### src/hdl/frame_count_to_smpte_timecode_defines.svh
// Assertion macros shared by the timecode converter.
`ifndef FRAME_COUNT_TO_SMPTE_TIMECODE_DEFINES_SVH
`define FRAME_COUNT_TO_SMPTE_TIMECODE_DEFINES_SVH

`ifndef SYNTHESIS
`define FCTC_ASSERT_IMPLY(label, clk, rst_n, ante, cons) \
    label: assert property (@(posedge clk) disable iff (!(rst_n)) (ante) |-> (cons)) \
        else $error("timecode converter check failed");
`define FCTC_ASSERT_NEXT(label, clk, rst_n, ante, cons) \
    label: assert property (@(posedge clk) disable iff (!(rst_n)) (ante) |=> (cons)) \
        else $error("timecode converter check failed");
`else
`define FCTC_ASSERT_IMPLY(label, clk, rst_n, ante, cons)
`define FCTC_ASSERT_NEXT(label, clk, rst_n, ante, cons)
`endif

`endif

### src/hdl/fctc_pkg.sv
package fctc_pkg;

    localparam int DIV_W      = 19;
    localparam int RATE_W     = 7;
    localparam int FPH_W      = 19;
    localparam int OFFSET_W   = 32;
    localparam int HOURS_W    = 20;
    localparam int MINS_W     = 6;
    localparam int SECS_W     = 6;
    localparam int FRAME_W    = 7;
    localparam int ACC_W      = 9;
    localparam int MULT_W     = 3;
    localparam int CFG_IDX_W  = 2;
    localparam int CFG_DATA_W = 32;

    localparam logic [HOURS_W-1:0] HOURS_MAX = 20'hFFFFF;
    localparam logic [MINS_W-1:0]  MINS_MAX  = 6'd59;
    localparam logic [FRAME_W-1:0] FRAME_MAX = 7'd119;

    localparam logic [DIV_W-1:0] C_SEC_PER_HOUR = 19'd3600;
    localparam logic [DIV_W-1:0] C_SEC_PER_MIN  = 19'd60;
    localparam logic [DIV_W-1:0] C_TEN_MIN      = 19'd17982;
    localparam logic [DIV_W-1:0] C_FIRST_MIN    = 19'd1800;
    localparam logic [DIV_W-1:0] C_LATER_MIN    = 19'd1798;
    localparam logic [DIV_W-1:0] C_DROP_SEC     = 19'd30;
    localparam logic [DIV_W-1:0] C_DROP_LABELS  = 19'd2;
    localparam logic [ACC_W-1:0] C_MIN_PER_BLK  = 9'd10;

    localparam logic [RATE_W-1:0] RATE_30  = 7'd30;
    localparam logic [RATE_W-1:0] RATE_60  = 7'd60;
    localparam logic [RATE_W-1:0] RATE_90  = 7'd90;
    localparam logic [RATE_W-1:0] RATE_120 = 7'd120;

    localparam logic [RATE_W-1:0]   RST_FRAME_RATE = 7'd24;
    localparam logic [FPH_W-1:0]    RST_DROP_FPH   = 19'd107892;
    localparam logic [OFFSET_W-1:0] RST_OFFSET     = 32'd0;

    typedef enum logic [CFG_IDX_W-1:0] {
        CFG_FRAME_RATE   = 2'd0,
        CFG_DROP_MODE    = 2'd1,
        CFG_DROP_FPH     = 2'd2,
        CFG_START_OFFSET = 2'd3
    } t_cfg_idx;

    typedef struct packed {
        logic [RATE_W-1:0]   frame_rate;
        logic                drop_mode;
        logic [FPH_W-1:0]    drop_fph;
        logic [OFFSET_W-1:0] start_offset;
    } t_cfg;

    typedef struct packed {
        logic start;
        logic full;
    } t_div_cmd;

    typedef enum logic [7:0] {
        S_IDLE  = 8'b0000_0001,
        S_LOAD  = 8'b0000_0010,
        S_HOUR  = 8'b0000_0100,
        S_MIN   = 8'b0000_1000,
        S_SEC   = 8'b0001_0000,
        S_DMIN  = 8'b0010_0000,
        S_DWALK = 8'b0100_0000,
        S_DSEC  = 8'b1000_0000
    } t_state;

    function automatic logic [MULT_W-1:0] f_drop_mult(input logic [RATE_W-1:0] rate);
        logic [MULT_W-1:0] m;
        unique case (rate)
            RATE_30:  m = 3'd1;
            RATE_60:  m = 3'd2;
            RATE_90:  m = 3'd3;
            RATE_120: m = 3'd4;
            default:  m = 3'd0;
        endcase
        return m;
    endfunction

    function automatic logic [MINS_W-1:0] f_sat_min(input logic [ACC_W-1:0] v);
        return (v > ACC_W'(MINS_MAX)) ? MINS_MAX : v[MINS_W-1:0];
    endfunction

    function automatic logic [FRAME_W-1:0] f_sat_frame(input logic [DIV_W-1:0] v);
        return (v > DIV_W'(FRAME_MAX)) ? FRAME_MAX : v[FRAME_W-1:0];
    endfunction

endpackage

### src/hdl/fctc_div.sv
module fctc_div #(
    parameter int DW = 34
) (
    input  logic                      i_clk,
    input  logic                      i_rst_n,
    input  fctc_pkg::t_div_cmd        i_cmd,
    input  logic [DW-1:0]             i_dividend,
    input  logic [fctc_pkg::DIV_W-1:0] i_divisor,
    output logic                      o_done,
    output logic [DW-1:0]             o_quot,
    output logic [fctc_pkg::DIV_W-1:0] o_rem
);
    import fctc_pkg::*;

    localparam int CW = $clog2(DW + 1);

    logic             r_busy;
    logic             r_done;
    logic [CW-1:0]    r_cnt;
    logic [DW-1:0]    r_q;
    logic [DIV_W-1:0] r_rem;
    logic [DIV_W-1:0] r_div;

    logic [DIV_W:0]   trial;
    logic             ge;
    logic [DIV_W:0]   diff;

    assign trial = {r_rem, r_q[DW-1]};
    assign ge    = trial >= {1'b0, r_div};
    assign diff  = trial - {1'b0, r_div};

    always_ff @(posedge i_clk) begin
        if (!i_rst_n) begin
            r_busy <= 1'b0;
            r_done <= 1'b0;
        end else begin
            r_done <= 1'b0;
            if (i_cmd.start) begin
                r_busy <= 1'b1;
            end else if (r_busy && r_cnt == CW'(1)) begin
                r_busy <= 1'b0;
                r_done <= 1'b1;
            end
        end
    end

    always_ff @(posedge i_clk) begin
        if (i_cmd.start) begin
            r_rem <= '0;
            r_div <= i_divisor;
            if (i_cmd.full) begin
                r_q   <= i_dividend;
                r_cnt <= CW'(DW);
            end else begin
                r_q   <= DW'(i_dividend[DIV_W-1:0]) << (DW - DIV_W);
                r_cnt <= CW'(DIV_W);
            end
        end else if (r_busy) begin
            r_cnt <= r_cnt - CW'(1);
            r_q   <= {r_q[DW-2:0], ge};
            r_rem <= ge ? diff[DIV_W-1:0] : trial[DIV_W-1:0];
        end
    end

    assign o_done = r_done;
    assign o_quot = r_q;
    assign o_rem  = r_rem;

endmodule

### src/hdl/fctc_ctrl.sv
module fctc_ctrl #(
    parameter int FRAME_BITS = 32,
    parameter int XW         = 34
) (
    input  logic                         i_clk,
    input  logic                         i_rst_n,
    input  fctc_pkg::t_cfg               i_cfg,
    input  logic                         i_start,
    input  logic signed [FRAME_BITS-1:0] i_frame_number,
    output logic                         o_busy,
    output fctc_pkg::t_div_cmd           o_div_cmd,
    output logic [XW-1:0]                o_div_dividend,
    output logic [fctc_pkg::DIV_W-1:0]   o_div_divisor,
    input  logic                         i_div_done,
    input  logic [XW-1:0]                i_div_quot,
    input  logic [fctc_pkg::DIV_W-1:0]   i_div_rem,
    output logic                         o_valid,
    output logic                         o_is_negative,
    output logic [fctc_pkg::HOURS_W-1:0] o_hours,
    output logic [fctc_pkg::MINS_W-1:0]  o_minutes,
    output logic [fctc_pkg::SECS_W-1:0]  o_seconds,
    output logic [fctc_pkg::FRAME_W-1:0] o_frame_label,
    output logic                         o_drop_applied
);
    import fctc_pkg::*;

    t_state               r_state, n_state;
    logic                 r_valid, n_valid;
    logic signed [XW-1:0] r_x, n_x;
    logic                 r_neg, n_neg;
    logic                 r_drop, n_drop;
    logic [ACC_W-1:0]     r_acc, n_acc;
    logic [HOURS_W-1:0]   r_hours, n_hours;
    logic [MINS_W-1:0]    r_mins, n_mins;
    logic [SECS_W-1:0]    r_secs, n_secs;
    logic [FRAME_W-1:0]   r_frames, n_frames;

    logic [RATE_W-1:0]    rate_eff;
    logic [DIV_W-1:0]     fph_eff;
    logic [MULT_W-1:0]    mult;
    logic                 drop_ok;
    logic [DIV_W-1:0]     nd_hour, nd_min, nd_sec;
    logic [DIV_W-1:0]     d_ten, d_first, d_later, d_sec, d_two;
    logic signed [XW-1:0] f_ext, off_ext;
    logic [XW-1:0]        x_abs;
    logic [ACC_W-1:0]     mins10, walk_mins;
    logic [HOURS_W-1:0]   hours_sat;

    assign rate_eff = (i_cfg.frame_rate == '0) ? RATE_W'(1) : i_cfg.frame_rate;
    assign fph_eff  = (i_cfg.drop_fph == '0) ? DIV_W'(1) : i_cfg.drop_fph;
    assign mult     = f_drop_mult(rate_eff);
    assign drop_ok  = mult != '0;

    assign nd_hour = DIV_W'(rate_eff) * C_SEC_PER_HOUR;
    assign nd_min  = DIV_W'(rate_eff) * C_SEC_PER_MIN;
    assign nd_sec  = DIV_W'(rate_eff);
    assign d_ten   = DIV_W'(mult) * C_TEN_MIN;
    assign d_first = DIV_W'(mult) * C_FIRST_MIN;
    assign d_later = DIV_W'(mult) * C_LATER_MIN;
    assign d_sec   = DIV_W'(mult) * C_DROP_SEC;
    assign d_two   = DIV_W'(mult) * C_DROP_LABELS;

    assign f_ext   = XW'(i_frame_number);
    assign off_ext = XW'(signed'(i_cfg.start_offset));
    assign x_abs   = r_x[XW-1] ? (XW'(0) - r_x) : r_x;

    assign mins10    = ACC_W'(i_div_quot[4:0]) * C_MIN_PER_BLK;
    assign walk_mins = r_acc + ACC_W'(1) + ACC_W'(i_div_quot[3:0]);
    assign hours_sat = (i_div_quot > XW'(HOURS_MAX)) ? HOURS_MAX
                                                     : i_div_quot[HOURS_W-1:0];

    always_comb begin
        n_state        = r_state;
        n_valid        = 1'b0;
        n_x            = r_x;
        n_neg          = r_neg;
        n_drop         = r_drop;
        n_acc          = r_acc;
        n_hours        = r_hours;
        n_mins         = r_mins;
        n_secs         = r_secs;
        n_frames       = r_frames;
        o_div_cmd      = '0;
        o_div_dividend = XW'(i_div_rem);
        o_div_divisor  = nd_sec;
        unique case (r_state)
            S_IDLE: begin
                if (i_start) begin
                    n_x     = f_ext + off_ext - XW'(1);
                    n_drop  = i_cfg.drop_mode & drop_ok;
                    n_state = S_LOAD;
                end
            end
            S_LOAD: begin
                n_neg          = r_x[XW-1];
                o_div_cmd      = '{start: 1'b1, full: 1'b1};
                o_div_dividend = x_abs;
                o_div_divisor  = r_drop ? fph_eff : nd_hour;
                n_state        = S_HOUR;
            end
            S_HOUR: begin
                if (i_div_done) begin
                    n_hours         = hours_sat;
                    o_div_cmd.start = 1'b1;
                    if (r_drop) begin
                        o_div_divisor = d_ten;
                        n_state       = S_DMIN;
                    end else begin
                        o_div_divisor = nd_min;
                        n_state       = S_MIN;
                    end
                end
            end
            S_MIN: begin
                if (i_div_done) begin
                    n_mins          = i_div_quot[MINS_W-1:0];
                    o_div_cmd.start = 1'b1;
                    o_div_divisor   = nd_sec;
                    n_state         = S_SEC;
                end
            end
            S_SEC: begin
                if (i_div_done) begin
                    n_secs   = i_div_quot[SECS_W-1:0];
                    n_frames = f_sat_frame(i_div_rem);
                    n_valid  = 1'b1;
                    n_state  = S_IDLE;
                end
            end
            S_DMIN: begin
                if (i_div_done) begin
                    if (r_neg) begin
                        // Negative positions skip both walks.
                        n_mins   = f_sat_min(mins10);
                        n_secs   = '0;
                        n_frames = f_sat_frame(i_div_rem);
                        n_valid  = 1'b1;
                        n_state  = S_IDLE;
                    end else if (i_div_rem >= d_first) begin
                        n_acc           = mins10;
                        o_div_cmd.start = 1'b1;
                        o_div_dividend  = XW'(i_div_rem - d_first);
                        o_div_divisor   = d_later;
                        n_state         = S_DWALK;
                    end else begin
                        n_mins          = f_sat_min(mins10);
                        o_div_cmd.start = 1'b1;
                        o_div_divisor   = d_sec;
                        n_state         = S_DSEC;
                    end
                end
            end
            S_DWALK: begin
                if (i_div_done) begin
                    // Dropped labels are folded in before the seconds split.
                    n_mins          = f_sat_min(walk_mins);
                    o_div_cmd.start = 1'b1;
                    o_div_dividend  = XW'(i_div_rem + d_two);
                    o_div_divisor   = d_sec;
                    n_state         = S_DSEC;
                end
            end
            S_DSEC: begin
                if (i_div_done) begin
                    n_secs   = i_div_quot[SECS_W-1:0];
                    n_frames = f_sat_frame(i_div_rem);
                    n_valid  = 1'b1;
                    n_state  = S_IDLE;
                end
            end
            default: begin
                n_state = S_IDLE;
            end
        endcase
    end

    always_ff @(posedge i_clk) begin
        if (!i_rst_n) begin
            r_state <= S_IDLE;
            r_valid <= 1'b0;
        end else begin
            r_state <= n_state;
            r_valid <= n_valid;
        end
    end

    always_ff @(posedge i_clk) begin
        r_x      <= n_x;
        r_neg    <= n_neg;
        r_drop   <= n_drop;
        r_acc    <= n_acc;
        r_hours  <= n_hours;
        r_mins   <= n_mins;
        r_secs   <= n_secs;
        r_frames <= n_frames;
    end

    assign o_busy         = r_state != S_IDLE;
    assign o_valid        = r_valid;
    assign o_is_negative  = r_neg;
    assign o_hours        = r_hours;
    assign o_minutes      = r_mins;
    assign o_seconds      = r_secs;
    assign o_frame_label  = r_frames;
    assign o_drop_applied = r_drop;

endmodule

### src/hdl/frame_count_to_smpte_timecode.sv
// XW is the wider of FRAME_BITS and 32 plus 2, capped at 64 (34). One item is in flight at a
// time; the shared restoring divider produces one quotient bit per cycle, XW steps for the
// hour split and 19 steps for each later split.
// A new start is taken in the cycle the result strobe is shown; results are never stalled.
// Synchronous active-low reset idles the sequencer and loads the register defaults.
`include "frame_count_to_smpte_timecode_defines.svh"

module frame_count_to_smpte_timecode #(
    parameter int FRAME_BITS = 32
) (
    input  logic                              i_clk,
    input  logic                              i_rst_n,
    input  logic                              start,
    output logic                              busy,
    input  logic signed [FRAME_BITS-1:0]      i_frame_number,
    input  logic                              i_cfg_valid,
    output logic                              o_cfg_ready,
    input  logic [fctc_pkg::CFG_IDX_W-1:0]    i_cfg_index,
    input  logic [fctc_pkg::CFG_DATA_W-1:0]   i_cfg_data,
    output logic                              o_result_valid,
    output logic                              o_is_negative,
    output logic [fctc_pkg::HOURS_W-1:0]      o_hours,
    output logic [fctc_pkg::MINS_W-1:0]       o_minutes,
    output logic [fctc_pkg::SECS_W-1:0]       o_seconds,
    output logic [fctc_pkg::FRAME_W-1:0]      o_frame_label,
    output logic                              o_drop_applied
);
    import fctc_pkg::*;

    localparam int WIDE = (FRAME_BITS > OFFSET_W) ? FRAME_BITS : OFFSET_W;
    localparam int XW   = (WIDE + 2 > 64) ? 64 : WIDE + 2;

    t_cfg             r_cfg;
    t_div_cmd         div_cmd;
    logic [XW-1:0]    div_dividend;
    logic [DIV_W-1:0] div_divisor;
    logic             div_done;
    logic [XW-1:0]    div_quot;
    logic [DIV_W-1:0] div_rem;

    assign o_cfg_ready = 1'b1;

    always_ff @(posedge i_clk) begin
        if (!i_rst_n) begin
            r_cfg.frame_rate   <= RST_FRAME_RATE;
            r_cfg.drop_mode    <= 1'b0;
            r_cfg.drop_fph     <= RST_DROP_FPH;
            r_cfg.start_offset <= RST_OFFSET;
        end else if (i_cfg_valid && o_cfg_ready) begin
            unique case (t_cfg_idx'(i_cfg_index))
                CFG_FRAME_RATE:   r_cfg.frame_rate   <= i_cfg_data[RATE_W-1:0];
                CFG_DROP_MODE:    r_cfg.drop_mode    <= i_cfg_data[0];
                CFG_DROP_FPH:     r_cfg.drop_fph     <= i_cfg_data[FPH_W-1:0];
                CFG_START_OFFSET: r_cfg.start_offset <= i_cfg_data[OFFSET_W-1:0];
                default: begin
                end
            endcase
        end
    end

    fctc_ctrl #(
        .FRAME_BITS (FRAME_BITS),
        .XW         (XW)
    ) u_ctrl (
        .i_clk          (i_clk),
        .i_rst_n        (i_rst_n),
        .i_cfg          (r_cfg),
        .i_start        (start),
        .i_frame_number (i_frame_number),
        .o_busy         (busy),
        .o_div_cmd      (div_cmd),
        .o_div_dividend (div_dividend),
        .o_div_divisor  (div_divisor),
        .i_div_done     (div_done),
        .i_div_quot     (div_quot),
        .i_div_rem      (div_rem),
        .o_valid        (o_result_valid),
        .o_is_negative  (o_is_negative),
        .o_hours        (o_hours),
        .o_minutes      (o_minutes),
        .o_seconds      (o_seconds),
        .o_frame_label  (o_frame_label),
        .o_drop_applied (o_drop_applied)
    );

    fctc_div #(
        .DW (XW)
    ) u_div (
        .i_clk      (i_clk),
        .i_rst_n    (i_rst_n),
        .i_cmd      (div_cmd),
        .i_dividend (div_dividend),
        .i_divisor  (div_divisor),
        .o_done     (div_done),
        .o_quot     (div_quot),
        .o_rem      (div_rem)
    );

    `FCTC_ASSERT_IMPLY(a_result_when_idle, i_clk, i_rst_n, o_result_valid, !busy)
    `FCTC_ASSERT_NEXT(a_start_goes_busy, i_clk, i_rst_n, start && !busy, busy)
    `FCTC_ASSERT_NEXT(a_single_strobe, i_clk, i_rst_n, o_result_valid, !o_result_valid)
    `FCTC_ASSERT_IMPLY(a_drop_requested, i_clk, i_rst_n, o_result_valid && o_drop_applied, r_cfg.drop_mode)

endmodule

### config.mk
export PLATFORM = sky130hd
export DESIGN_NAME = frame_count_to_smpte_timecode
export DESIGN_NICKNAME = d
export VERILOG_FILES = /design/src/hdl/fctc_pkg.sv /design/src/hdl/fctc_div.sv /design/src/hdl/fctc_ctrl.sv /design/src/hdl/frame_count_to_smpte_timecode.sv
export VERILOG_INCLUDE_DIRS = /design/src /design/src/hdl
export SDC_FILE = /design/constraint.sdc
export NUM_CORES = 1
export LEC_CHECK = 0
export BUFFER_PORTS_ARGS = -buffer_cell sky130_fd_sc_hd__buf_2
export CORE_MARGIN = 2
export CORE_UTILIZATION = 62
export CTS_CLUSTER_SIZE = 12
export DETAILED_ROUTE_END_ITERATION = 10
export GPL_TIMING_DRIVEN = 1
export PLACE_DENSITY_LB_ADDON = 0.05
export SYNTH_ARGS = -nofsm -noshare
export SYNTH_HDL_FRONTEND = slang
export SYNTH_SLANG_ARGS = --single-unit
### constraint.sdc
create_clock -name i_clk -period 6.5 [get_ports i_clk]
set_input_delay 0.325 -clock i_clk [delete_from_list [all_inputs] [get_ports i_clk]]
set_output_delay 0.325 -clock i_clk [all_outputs]
set_load 0.01 [all_outputs]
## Word level (Yosys, flattened, before mapping)

Cells that the tools add are included.

- Add/subtract/negate cells: 9
- Multipliers: 7
- Mux-type cells: 61
- Equality and inequality tests: 25
- Reductions and logical operators: 22
- Bitwise logic cells: 3
- Magnitude comparators: 6

Operators by type and width:

| cell | count |
|---|---|
| $mux 34 | 7 |
| $mux 19 | 6 |
| $pmux 34 s3 | 1 |
| $mux 6 | 13 |
| $pmux 19 s4 | 1 |
| $mux 8 | 9 |
| $pmux 8 s7 | 1 |
| $mux 7 | 5 |
| $gt 34x20->1 const B | 1 |
| $sub 1x34->34 const A | 1 |
| $sub 34x2->34 const B | 1 |
| $add 32x32->33 | 1 |
| $add 19x4->20 | 1 |
| $ge 20x19->1 | 1 |
| $mux 20 | 1 |
| $sub 19x14->20 | 1 |
| $ge 19x14->1 | 1 |
| $gt 19x7->1 const B | 1 |
| $logic_not 19->1 | 1 |
| $sub 19x19->19 | 1 |
| $gt 9x6->1 const B | 2 |
| $mux 18 | 1 |
| $pmux 6 s3 | 1 |
| $mul 3x14->17 const B | 1 |
| other kinds (47) | 73 |

- Register bits after elaboration: 231
- Output and inout port bits: 44
- Input port bits: 70
- Word-level logic and storage cells: 153

## Depth between registers and ports, before layout

Gate-level depths: netlist (run 1).

- Word-level depth: 12
- Depth in mapped cells: 21
- Depth with buffers taken out: 21

## Cells and area by module

A second synthesis (run 1) with hierarchy kept.

- Cells, all modules: 1,972
- Area total of the unflattened synthesis: 17,634.4 µm²

Modules (own cells, without submodules):

| module | cells each | times used | area each (µm²) | seq. area each (µm²) |
|---|---|---|---|---|
| fctc_ctrl | 1,313 | 1 | 10,886.7 | 2,672.6 |
| fctc_div | 414 | 1 | 4,418.0 | 2,192.1 |
| frame_count_to_smpte_timecode | 245 | 1 | 2,329.7 | 1,181.1 |

## Worst setup path after synthesis (run 1)

No wires, ideal clock.

- Path type: register to register
- Start: register r_cfg[54] in the netlist's numbering
- End: register u_div.r_q[23], in the netlist u_div.o_quot[23] (data pin)
- Data required time: 6,232 ps
- Buffers on the path: 1
- Cell stages (with the launch flop): 22
- Slack: 876 ps
- Clock period less this slack: 5,624 ps
- Arrival time: 5,356 ps
- Setup time: 268 ps
- Path through: dfxtp_1 -> inv_1 -> ha_1 -> a31oi_1 -> ha_1 -> nand2_1 -> o22ai_1 -> fa_1 -> ha_1 -> inv_1 -> fa_1 -> ha_1 -> nand4_1 -> a31oi_1 -> o21a_1 -> o21a_1 -> o31ai_1 -> nor3_1 -> and3_1 -> clkbuf_1 -> o21ai_0 -> o211ai_1

- Longest elaborated chain between the ends: 12
- Elaborated cells on any way between the ends: 18
- Classes of those cells: add/sub: 2; mul: 1; order compare: 1; eq/ne: 4; mux: 9; reduce/logical: 1

Ends and longest elaborated chain:

| element | line | RTL |
|---|---|---|
| from (decl) | frame_count_to_smpte_timecode.sv:33 | `t_cfg r_cfg;` |
| $logic_not 7->1 | fctc_ctrl.sv:49 | `assign rate_eff = (i_cfg.frame_rate == '0) ? RATE_W'(1) : i_cfg.frame_rate;` |
| $mux 7 * | fctc_ctrl.sv:49 |  |
| $eq 7x7->1, or another cell as far along | fctc_pkg.sv:70 | `unique case (rate)` |
| $pmux 3 s4 * | fctc_pkg.sv:70 |  |
| $mul 3x8->11 | fctc_ctrl.sv:58 | `assign d_first = DIV_W'(mult) * C_FIRST_MIN;` |
| $sub 19x14->20 / $ge 19x14->1 (equally long branches) | fctc_ctrl.sv:142, fctc_ctrl.sv:139 |  |
| $mux 34 | fctc_ctrl.sv:139 | `end else if (i_div_rem >= d_first) begin` |
| $mux 34 | fctc_ctrl.sv:132 | `if (r_neg) begin` |
| $mux 34 | fctc_ctrl.sv:131 | `if (i_div_done) begin` |
| $pmux 34 s3 * | fctc_ctrl.sv:86 | `unique case (r_state)` |
| $mux 34 * | fctc_div.sv:51 | `if (i_cmd.full) begin` |
| $mux 34 * | fctc_div.sv:48 | `if (i_cmd.start) begin` |
| to (signal assigned) | fctc_div.sv:52 | `r_q <= i_dividend;` |
| to (signal assigned) | fctc_div.sv:55 | `r_q <= DW'(i_dividend[DIV_W-1:0]) << (DW - DIV_W);` |
| to (signal assigned) | fctc_div.sv:60 | `r_q <= {r_q[DW-2:0], ge};` |
| to (decl) | fctc_div.sv:20 | `logic [DW-1:0] r_q;` |

Mark *: on every way between the ends. The rest lies on a longest branch, timed or not.
A chain may end at the register's enable or synchronous reset.

## Worst setup path in the final report (run 1)

- Start: register r_cfg[58] in the netlist's numbering
- End: register u_div.r_q[21], in the netlist u_div.o_quot[21] (data pin)

The elaborated chain is that of the path after synthesis.

==> results of run 1 <==
==> registers in the layout, summed over array words and instances, names as in the netlist, 6 cells and up <==
signal / flops
u_ctrl.o_seconds: 6
u_ctrl.r_acc: 8
u_ctrl.o_hours: 20
u_div.o_quot: 34
u_ctrl.r_state: 8
u_ctrl.o_frame_label: 7
u_div.r_div: 19
u_ctrl.o_minutes: 6
u_ctrl.r_x: 34
r_cfg: 59
u_div.r_cnt: 6
u_div.o_rem: 19
==> worst min-delay path by stage <==
stage,from,to,slack [ps],depth (start not counted)
floorplan,r_cfg[0],r_cfg[0],450,2
global placement,r_cfg[29],r_cfg[29],460,2
detailed placement,r_cfg[30],r_cfg[30],470,2
CTS,i_cfg_data[16],r_cfg[48],10,3
global route,i_cfg_data[16],r_cfg[48],40,3
finish,i_cfg_data[16],r_cfg[48],30,3
==> power by group <==
| part | switching [W] | total [W] | internal [W] |
|---|---|---|---|
| combinational | 0.00101 | 0.00171 | 0.000699 |
| sequential | 0.000264 | 0.00195 | 0.00169 |
| clock | 0.000584 | 0.00142 | 0.000840 |
| total | 0.00186 | 0.00508 | 0.00323 |
==> cells in the mapped netlist, types with 29 or more instances <==
| cell | instances |
|---|---|
| xnor2_1 | 78 |
| a21oi_1 | 113 |
| clkbuf_1 | 100 |
| inv_1 | 97 |
| nor3_1 | 33 |
| nand2_1 | 249 |
| nor2_1 | 140 |
| a21o_1 | 45 |
| o21ai_0 | 131 |
| edfxtp_1 | 142 |
| ha_1 | 130 |
| dfxtp_1 | 89 |
| a31oi_1 | 29 |
| a21boi_0 | 51 |
| nand3_1 | 67 |
| xor2_1 | 64 |
==> layout make-up <==
type                            instances  area share (%)
Multi-Input combinational cell       1570           55.67
Clock buffer                           41           3.977
Tap cell                              378           2.480
Timing Repair Buffer                  135           3.845
Sequential cell                       231           31.71
Inverter                              100           1.969
Clock inverter                          7          0.3544
==> stage by stage <==
step / cells / cell area [µm²] / setup WS (ps) / power [W] / utilization [%]
6_report: 2462 / 19070 / 455.3 / 0.005084 / 68.82
5_1_grt: 2462 / 19070 / 130.6 / 0.005342 / 68.82
4_1_cts: 2462 / 19070 / 575.6 / 0.005054 / 68.82
3_5_place_dp: 2414 / 18240 / 602.2 / 0.003630 / 65.84
3_3_place_gp: 2414 / 18240 / 802.4 / 0.003605 / 65.84
2_1_floorplan: 2008 / 17440 / 876.1 / 0.003143 / -
==> tightest hold or removal path: cells and delay by family <==
kind	cells	cell delay, ps
simple gates	2	100
buf+inv	1	90
==> logic make-up (layout without fill, tap and decap cells) <==
kind of cell | after synthesis | count (layout) | share of synthesized area (%)
AOI/OAI and AO/OA | 559 | 559 | 21.02
xor gates and xnor gates | 142 | 142 | 7.132
adders and majority gates | 152 | 152 | 11.85
buffers and inverters | 207 | 283 | 4.571
DFF | 231 | 231 | 34.67
muxes | 22 | 22 | 1.270
other | 1 | 1 | 0.02150
and+or+nand+nor | 694 | 694 | 19.47
==> routing by layer <==
metal	up-vias	GRT usage [%]
li1	7387	-
met1	7245	46.31
met2	736	53.10
met3	144	4.901
met4	0	17.10
met5	-	0
==> cells in the final DEF, fill, tap and decap left out, types with 67 or more instances in the layout <==
cell type / synthesis / layout
nand2_1: 249 / 249
edfxtp_1: 142 / 142
nor2_1: 140 / 138
o21ai_0: 131 / 130
ha_1: 130 / 130
a21oi_1: 113 / 113
buf_2: 1 / 112
inv_1: 97 / 97
dfxtp_1: 89 / 89
xnor2_1: 78 / 78
nand3_1: 67 / 67
==> results.py, run 1 <==
metrics = {
    "drt": {
        "wl_um": 50070,
        "drt-vias-per-instance": 6.301,
        "postRouteAntennaNets": 0,
        "wl_met2_um": 21860,
        "top_layer": "met4",
        "dr_total_vias": 15512,
        "wl_per_cell_um": 20.34,
        "remaining_drc_errors": 0,
        "drt_first_iter_violations": 1416,
        "wl_met1_um": 21160,
        "firstDrtPassIters": 6,
        "wl_met3_um": 4269,
    },
    "setup_path": {
        "ff2ff_setup_slack_ps": 460,
        "critical_path.endpoint": "u_div.o_quot[21]",
        "crit_path_frequent_cell": "ha_1",
        "crit_path_end_kind": "register",
        "crit_slowest_cell": "dfxtp_1",
        "setup.worst_path.start": "r_cfg[58]",
        "cp_max_fo": 13,
        "criticalPathCategory": "register to register",
        "critical_path_buf_inv_count": 2,
        "cp.arrival_ps": 6410,
        "worstPathCellList": "nor4_1 > a31oi_1 > ha_1 > nand4_1 > inv_1 > fa_1 > ha_1 > inv_1 > fa_1 > ha_1 > nand4_1 > a31oi_1 > o21a_1 > o21a_1 > o31ai_2 > nor3_1 > and3_1 > o21ai_0 > o211ai_1",
        "rr_worst_depth": 19,
        "slowest_delay_ps": 680,
        "rr_startpoint": "r_cfg[58]",
        "crit_family": "adder cells",
        "regToRegEndpoint": "u_div.o_quot[21]",
        "required_ps": 6860,
        "cp.depth": 19,
        "startpoint_type": "register",
    },
    "clocking": {
        "htreeDepth": 1,
        "clk_latency_ps": 530,
        "cts_tree": "done",
        "holdBufCountCts": 0,
        "clk_pin_slew_ps": 60,
        "cts_root_buf": "clkbuf_16",
        "cts_inserted_buffers": 26,
        "cts_sinks": 231,
        "ctsResizeCount": 0,
        "clockBufferDepth": 3,
        "cts_setup_buffers": 0,
    },
    "grt": {
        "grt_pass1_vias": 14600,
        "grt_max_degree": 71,
        "overflow": 0,
        "grtUsageTotal_pct": 34.05,
        "grt_pass1_wl_um": 78210,
        "antenna_found_initial": 1,
    },
    "sta": {
        "max_freq_mhz": 165.4,
        "finalHoldViolCount": 0,
        "worst_slew_pin_slew_ps": 1150,
        "fin_crit_ps": 6045,
        "fin_hold_ws_ps": 25.27,
        "grt_setup_unrepaired": "no",
        "fin_crit_sh_pct": 93.00,
        "clock-skew-final_ps": 12.78,
        "relSlewSlack_pct": 23.12,
        "drv_slew": 0,
        "setup_tns_ps": 0,
        "setup_viol": 0,
    },
    "yosys": {
        "synth.area.top_cells": "edfxtp_1 24%, dfxtp_1 10%, ha_1 9.3%, nand2_1 5.4%, xnor2_1 3.9%",
        "ys_warn_count": 0,
        "async_flop_share_pct": 0,
        "synth_seq_cells": 231,
        "synthCells": 2008,
        "syn_area_um2": 17440,
        "ys.flop_type": "edfxtp_1",
        "ys_seq_area_share_pct": 34.67,
        "synth.distinct_cells": 87,
        "synth_top_area_share_pct": 24.45,
        "syn_avg_cell_area_um2": 8.684,
        "yosysTopAreaCell": "edfxtp_1",
        "synth_edf_count": 142,
        "synth_nets": 2230,
    },
    "worst_hold_path": {
        "hold_path_class": "input pin to register",
    },
    "layout": {
        "n_antenna_cell": 0,
        "finalNetCount": 2286,
        "syn_to_final_growth_pct": 9.342,
        "nFillCells": 2315,
        "multi_input_comb_area_um2": 10610,
        "drive_above_1_share_pct": 10.51,
        "register_area_um2": 6046,
    },
    "floorplanning": {
        "die_area_um2": 29480,
        "die_x_um": 171.7,
        "die_y_um": 171.7,
        "io_pins": 114,
        "core_area_um2": 27710,
        "start_util_pct": 62.94,
        "row_count": 61,
    },
    "power": {
        "powerDensity_nw_per_um2": 266.7,
        "p_leak_nw": 7.535,
        "peakVddDrop_v": 0.0001878,
    },
    "placement": {
        "place.gp.congestion": 0.9926,
        "port_buffers": 112,
        "hpwl_um": 38400,
    },
    "status": {
        "outcome": "finished clean",
    },
    "job": {
        "maxCapViolations": 0,
    },
}
Power figures use the tool's default switching activity.
==> run 2: changes to the inputs <==
- SETUP_SLACK_MARGIN: not set -> 0.5
==> run 2 against run 1 <==
Against the previous run:
- clock-buffer cell count is the same
- sequential power hardly changed
- clock skew down 0.87 ps
- sequential cell count did not move
- die area unchanged
- routed wire length is 0.38% higher
- combinational power is essentially flat
- power is essentially flat
- register-to-register slack gained 440 ps
- sequential share of layout area hardly changed
- critical path type unchanged
- largest cell class unchanged
- highest routed layer unchanged
==> results.py, run 2 (synthesis results as in run 1) <==
metrics = {
    "power": {
        "p_leak_nw": 7.539,
        "p_seq_share_pct": 38.4,
        "pwr-share-comb_pct": 33.6,
        "p_sw_share_pct": 36.56,
        "p_sw_w": 0.001859,
        "peakVddDrop_v": 0.0001869,
        "p_clk_share_pct": 28.0,
        "powerDensity_nw_per_um2": 266.4,
        "intPower_w": 0.003226,
    },
    "floorplanning": {
        "row_count": 61,
        "die_x_um": 171.7,
        "die_y_um": 171.7,
        "die_area_um2": 29480,
        "io_pins": 114,
        "start_util_pct": 62.94,
        "core_area_um2": 27710,
    },
    "clocking": {
        "clk_latency_ps": 530,
        "clk_pin_slew_ps": 60,
        "htreeDepth": 1,
        "cts_inserted_buffers": 26,
        "clockBufferDepth": 3,
        "holdBufCountCts": 0,
        "cts_tree": "done",
        "cts_root_buf": "clkbuf_16",
        "cts_sinks": 231,
    },
    "sta": {
        "max_freq_mhz": 178.3,
        "fin_crit_ps": 5608,
        "setup_tns_ps": 0,
        "grt_setup_unrepaired": "no",
        "drv_slew": 0,
        "setup_viol": 0,
        "fin_crit_sh_pct": 86.27,
        "finalHoldViolCount": 0,
        "relSlewSlack_pct": 22.09,
        "clock-skew-final_ps": 11.91,
        "worst_slew_pin_slew_ps": 1164,
    },
    "setup_path": {
        "crit_path_end_kind": "register",
        "critical_path_buf_inv_count": 4,
        "crit_family": "adder cells",
        "crit_slowest_cell": "fa_1",
        "crit_path_frequent_cell": "ha_1",
        "worstPathCellList": "inv_1 > ha_1 > a31oi_2 > ha_1 > nand2_1 > o22ai_1 > buf_4 > fa_1 > ha_1 > inv_1 > fa_1 > ha_1 > nand4_1 > a31oi_1 > o21a_1 > o21a_1 > o31ai_2 > buf_4 > or3_1 > xor2_1 > o221ai_1 > a221o_1",
        "required_ps": 6780,
        "cp_max_fo": 18,
        "slowest_delay_ps": 480,
        "startpoint_type": "register",
        "cp.arrival_ps": 5890,
        "criticalPathCategory": "register to register",
    },
    "layout": {
        "n_antenna_cell": 0,
        "largest_register_ff_count": 59,
        "regMostFlops": "r_cfg",
        "drive_above_1_share_pct": 10.79,
        "syn_to_final_growth_pct": 9.493,
        "layout_commonest_cell": "nand2_1",
        "post-route-util_pct": 68.92,
        "final_cell_mix": "249 x nand2_1, 142 x edfxtp_1, 138 x nor2_1",
        "finalNetCount": 2287,
    },
    "placement": {
        "place.gp.congestion": 0.9926,
        "hpwl_um": 38400,
        "port_buffers": 112,
    },
    "grt": {
        "grt_use_met2_pct": 53.10,
        "grt_pass1_vias": 14600,
        "grt_pass1_wl_um": 78210,
        "antenna_found_initial": 1,
        "busiest_layer": "met2",
        "grtUsageTotal_pct": 34.05,
        "grt_use_met1_pct": 46.31,
        "overflow": 0,
        "grt_max_degree": 71,
        "gr-usage-met3_pct": 4.901,
    },
    "drt": {
        "drt_first_iter_violations": 1455,
        "drt-vias-per-instance": 6.343,
        "wl_um": 50260,
        "wl_per_cell_um": 20.40,
        "firstDrtPassIters": 7,
        "dr_total_vias": 15623,
        "remaining_drc_errors": 0,
        "postRouteAntennaNets": 0,
    },
    "worst_hold_path": {
        "hold_path_class": "input pin to register",
    },
    "job": {
        "maxCapViolations": 0,
    },
    "status": {
        "outcome": "finished clean",
    },
}
run 2: path summary, 6_finish.rpt:
check | startpoint | end | slack [ps] | depth (start not counted)
max | r_cfg[54] | u_div.o_quot[29] | 890 | 22
min | i_cfg_data[16] | r_cfg[48] | 20 | 3
max reg2reg | r_cfg[54] | u_div.o_quot[29] | 890 | 22
min reg2reg | r_cfg[30] | r_cfg[30] | 470 | 2
run 2: power groups by stage:
stage	clock network [W]	registers [W]	logic [W]
global placement	0	0.00196	0.00164
detailed placement	0	0.00196	0.00167
finish	0.00142	0.00195	0.00171
floorplan	0	0.00180	0.00134
global route	0.00150	0.00196	0.00189
CTS	0.00144	0.00194	0.00168
run 2: stage by stage:
stage                     setup WS (ps)  total power (W)  std cells  hold slack [ps]  cell area (µm²)
final                             892.1         0.005086       2463            23.36            19090
after global routing              565.0         0.005345       2463            38.46            19090
after CTS                         575.6         0.005054       2462            13.00            19070
after detailed placement          602.2         0.003630       2414            467.5            18240
after global placement            802.4         0.003605       2414            460.9            18240
after floorplan                   876.1         0.003143       2008            447.2            17440
run 2: metal layers:
| layer | vias to the layer above | routed length [µm] |
|---|---|---|
| met5 | - | 0 |
| met4 | 0 | 2763 |
| met3 | 145 | 4454 |
| met2 | 788 | 21860 |
| met1 | 7298 | 21180 |
| li1 | 7392 | - |
run 2: cell type report:
| class | count | area [µm²] |
|---|---|---|
| clock buffer | 41 | 758.2 |
| clock inverter | 7 | 67.56 |
| fill | 2316 | 8612 |
| inverter | 100 | 375.4 |
| multi-input combinational | 1570 | 10630 |
| sequential | 231 | 6047 |
| tap | 378 | 473.0 |
| timing repair buffer | 136 | 740.7 |
run 2: tightest hold or removal path, stage by stage:
cell and delay [ps]:
buf_2 90, nand2_1 40, nand3_1 60
run 2: timing repair:
action,4_1_cts,5_1_grt
buffers inserted,0,1
gates resized for setup,0,5
endpoints found under the setup margin,0,31
==> run 3: changes to the inputs <==
- ABC_AREA: not set -> 1
- CORE_UTILIZATION: 62 -> 63
- SKIP_LAST_GASP: not set -> 1
==> run 3 against run 2 <==
Against the previous run:
- sequential cell count did not move
- register-to-register slack improved by 120 ps
- synthesized cell count rose by 40%
- non-clock buffer count fell by 4
- critical endpoint unchanged
- largest power group is now combinational logic
==> results.py, run 3 <==
metrics = {
    "status": {
        "outcome": "finished clean",
    },
    "yosys": {
        "synth_nets": 3025,
        "synth_most_common_cell": "nand2_1",
        "yosysTopAreaCell": "edfxtp_1",
        "synth_edf_count": 142,
        "synth_top_area_share_pct": 22.33,
        "synthCells": 2803,
        "ys.flop_type": "edfxtp_1",
        "ys_seq_area_share_pct": 31.65,
        "syn_avg_cell_area_um2": 6.814,
        "ys_warn_count": 0,
        "async_flop_share_pct": 0,
        "synth_seq_cells": 231,
        "synth.area.top_cells": "edfxtp_1 22%, nand2_1 16%, dfxtp_1 9.3%, ha_1 8.5%, inv_1 7.7%",
        "synthTopCellsByCount": "830 x nand2_1, 391 x inv_1, 250 x nand3_1",
        "syn_area_um2": 19100,
        "synth.distinct_cells": 59,
    },
    "floorplanning": {
        "core_area_um2": 29720,
        "io_pins": 114,
        "die_y_um": 178.1,
        "die_x_um": 178.1,
        "die_area_um2": 31730,
        "start_util_pct": 64.27,
        "row_count": 63,
    },
    "sta": {
        "clock-skew-final_ps": 31.68,
        "drv_slew": 0,
        "fin_hold_ws_ps": 13.93,
        "fin_crit_ps": 5487,
        "setup_tns_ps": 0,
        "fin_crit_sh_pct": 84.41,
        "grt_setup_unrepaired": "no",
        "finalHoldViolCount": 0,
        "worst_slew_pin_slew_ps": 1194,
        "relSlewSlack_pct": 20.12,
        "max_freq_mhz": 182.3,
        "setup_viol": 0,
    },
    "worst_hold_path": {
        "min_path_cells": 3,
        "hold_path_class": "input pin to register",
        "min_to": "r_cfg[45]",
        "min_from": "i_cfg_data[13]",
    },
    "clocking": {
        "cts_root_buf": "clkbuf_16",
        "clockBufferDepth": 3,
        "holdBufCountCts": 0,
        "cts_tree": "done",
        "cts_sinks": 231,
        "htreeDepth": 1,
        "clk_pin_slew_ps": 60,
        "clk_latency_ps": 560,
        "cts_inserted_buffers": 26,
    },
    "setup_path": {
        "rr_startpoint": "r_cfg[57]",
        "crit_family": "adder cells",
        "critical_path_buf_inv_count": 7,
        "cp.arrival_ps": 5780,
        "rr_worst_depth": 26,
        "setup.worst_path.start": "r_cfg[57]",
        "crit_slowest_cell": "dfxtp_1",
        "regToRegEndpoint": "u_div.o_quot[29]",
        "startpoint_type": "register",
        "ff2ff_setup_slack_ps": 1010,
        "cp_max_fo": 11,
        "criticalPathCategory": "register to register",
        "crit_path_end_kind": "register",
        "required_ps": 6790,
        "slowest_delay_ps": 600,
        "crit_path_frequent_cell": "inv_1",
    },
    "drt": {
        "wl_per_cell_um": 19.17,
        "remaining_drc_errors": 0,
        "wl_um": 63290,
        "firstDrtPassIters": 6,
        "postRouteAntennaNets": 0,
        "dr_total_vias": 19870,
        "drt-vias-per-instance": 6.018,
        "drt_first_iter_violations": 2224,
    },
    "grt": {
        "grtUsageTotal_pct": 40.06,
        "overflow": 0,
        "grt_use_met1_pct": 52.54,
        "grt_pass1_vias": 18515,
        "grt_max_degree": 48,
        "grt_pass1_wl_um": 98930,
        "busiest_layer": "met2",
        "gr-usage-met3_pct": 7.161,
        "grt_use_met2_pct": 64.37,
        "antenna_found_initial": 3,
    },
    "placement": {
        "numPlacedInstances": 3253,
        "hpwl_um": 50520,
        "place.gp.congestion": 1.044,
        "port_buffers": 112,
    },
    "job": {
        "maxCapViolations": 0,
    },
    "layout": {
        "drive_above_1_share_pct": 8.794,
        "largest_register_ff_count": 59,
        "syn_to_final_growth_pct": 9.152,
        "fin_cells": 3302,
        "nFillCells": 2582,
        "post-route-util_pct": 70.15,
        "regMostFlops": "r_cfg",
        "final_cell_mix": "830 x nand2_1, 391 x inv_1, 250 x nand3_1",
        "layout_commonest_cell": "nand2_1",
        "finalNetCount": 3115,
    },
    "power": {
        "peakVddDrop_v": 0.0002043,
        "p_leak_nw": 9.867,
        "powerDensity_nw_per_um2": 267.8,
    },
}
run 3: repair_timing:
action | 4_1_cts | 5_1_grt
gates resized for setup | 0 | 1
setup buffers | 0 | 2
endpoints found under the setup margin | 0 | 23
run 3: worst register-to-register path: stages (launching register included):
cell,delay (ps)
dfxtp_1,600
inv_1,190
nand4_1,180
nand2_1,170
inv_1,120
ha_1,150
inv_1,40
nor2_1,90
inv_1,70
nor2_2,280
fa_1,500
ha_1,280
inv_1,120
fa_1,470
ha_1,370
a21oi_1,220
o21ai_0,150
nand3_1,90
nand2_1,50
nor2_1,220
nor2_4,110
buf_4,180
nand4_1,70
buf_4,200
nand3_1,90
a21boi_0,170
nand2_1,70
run 3: final cells by class:
cell class | instances | area [µm²] | share of cell area, %
multi-input combinational | 2088 | 11240 | 53.90
sequential | 231 | 6046 | 29.00
inverter | 414 | 1554 | 7.454
timing repair buffer | 132 | 710.7 | 3.409
clock buffer | 34 | 680.7 | 3.265
tap | 390 | 488.0 | 2.341
clock inverter | 12 | 128.9 | 0.6182
antenna | 1 | 2.502 | 0.01200
run 3: worst max path at each step:
stage,endpoint,slack (ps),cells past startpoint
final,u_div.o_quot[29],1010,26
after global placement,u_div.r_div[12],1000,27
after detailed placement,u_div.r_div[12],870,27
after global routing,u_div.o_quot[29],500,26
after floorplan,u_div.r_div[12],1360,28
after CTS,u_div.r_div[12],840,27
run 3: through the flow:
stage | setup WS (ps) | power, W | area (µm²)
3_3_place_gp | 998.1 | 0.004028 | 20010
6_report | 1013 | 0.005582 | 20850
3_5_place_dp | 865.8 | 0.004085 | 20010
4_1_cts | 840.8 | 0.005509 | 20820
2_1_floorplan | 1361 | 0.003423 | 19100
5_1_grt | 505.0 | 0.005863 | 20850
run 3: metal layers:
| metal | up-vias | wire (µm) |
|---|---|---|
| met3 | 235 | 6323 |
| li1 | 9365 | - |
| met5 | - | 26 |
| met4 | 4 | 3188 |
| met2 | 1111 | 28380 |
| met1 | 9155 | 25370 |
run 3: kinds of logic (layout without fill, tap and decap cells):
kind of cell / after synthesis / count (layout) / share of synthesized area, %
fa+ha+maj: 152 / 152 / 10.82
simple gates: 1503 / 1503 / 33.94
buf+inv: 484 / 592 / 9.650
compound gates: 365 / 365 / 10.84
xor+xnor: 67 / 67 / 3.072
flops: 231 / 231 / 31.65
other cells: 1 / 2 / 0.01963
run 3: where the power goes:
group | switching [W] | internal [W]
registers | 0.000238 | 0.00179
logic | 0.00145 | 0.000672
clock network | 0.000610 | 0.000819
total | 0.00230 | 0.00328
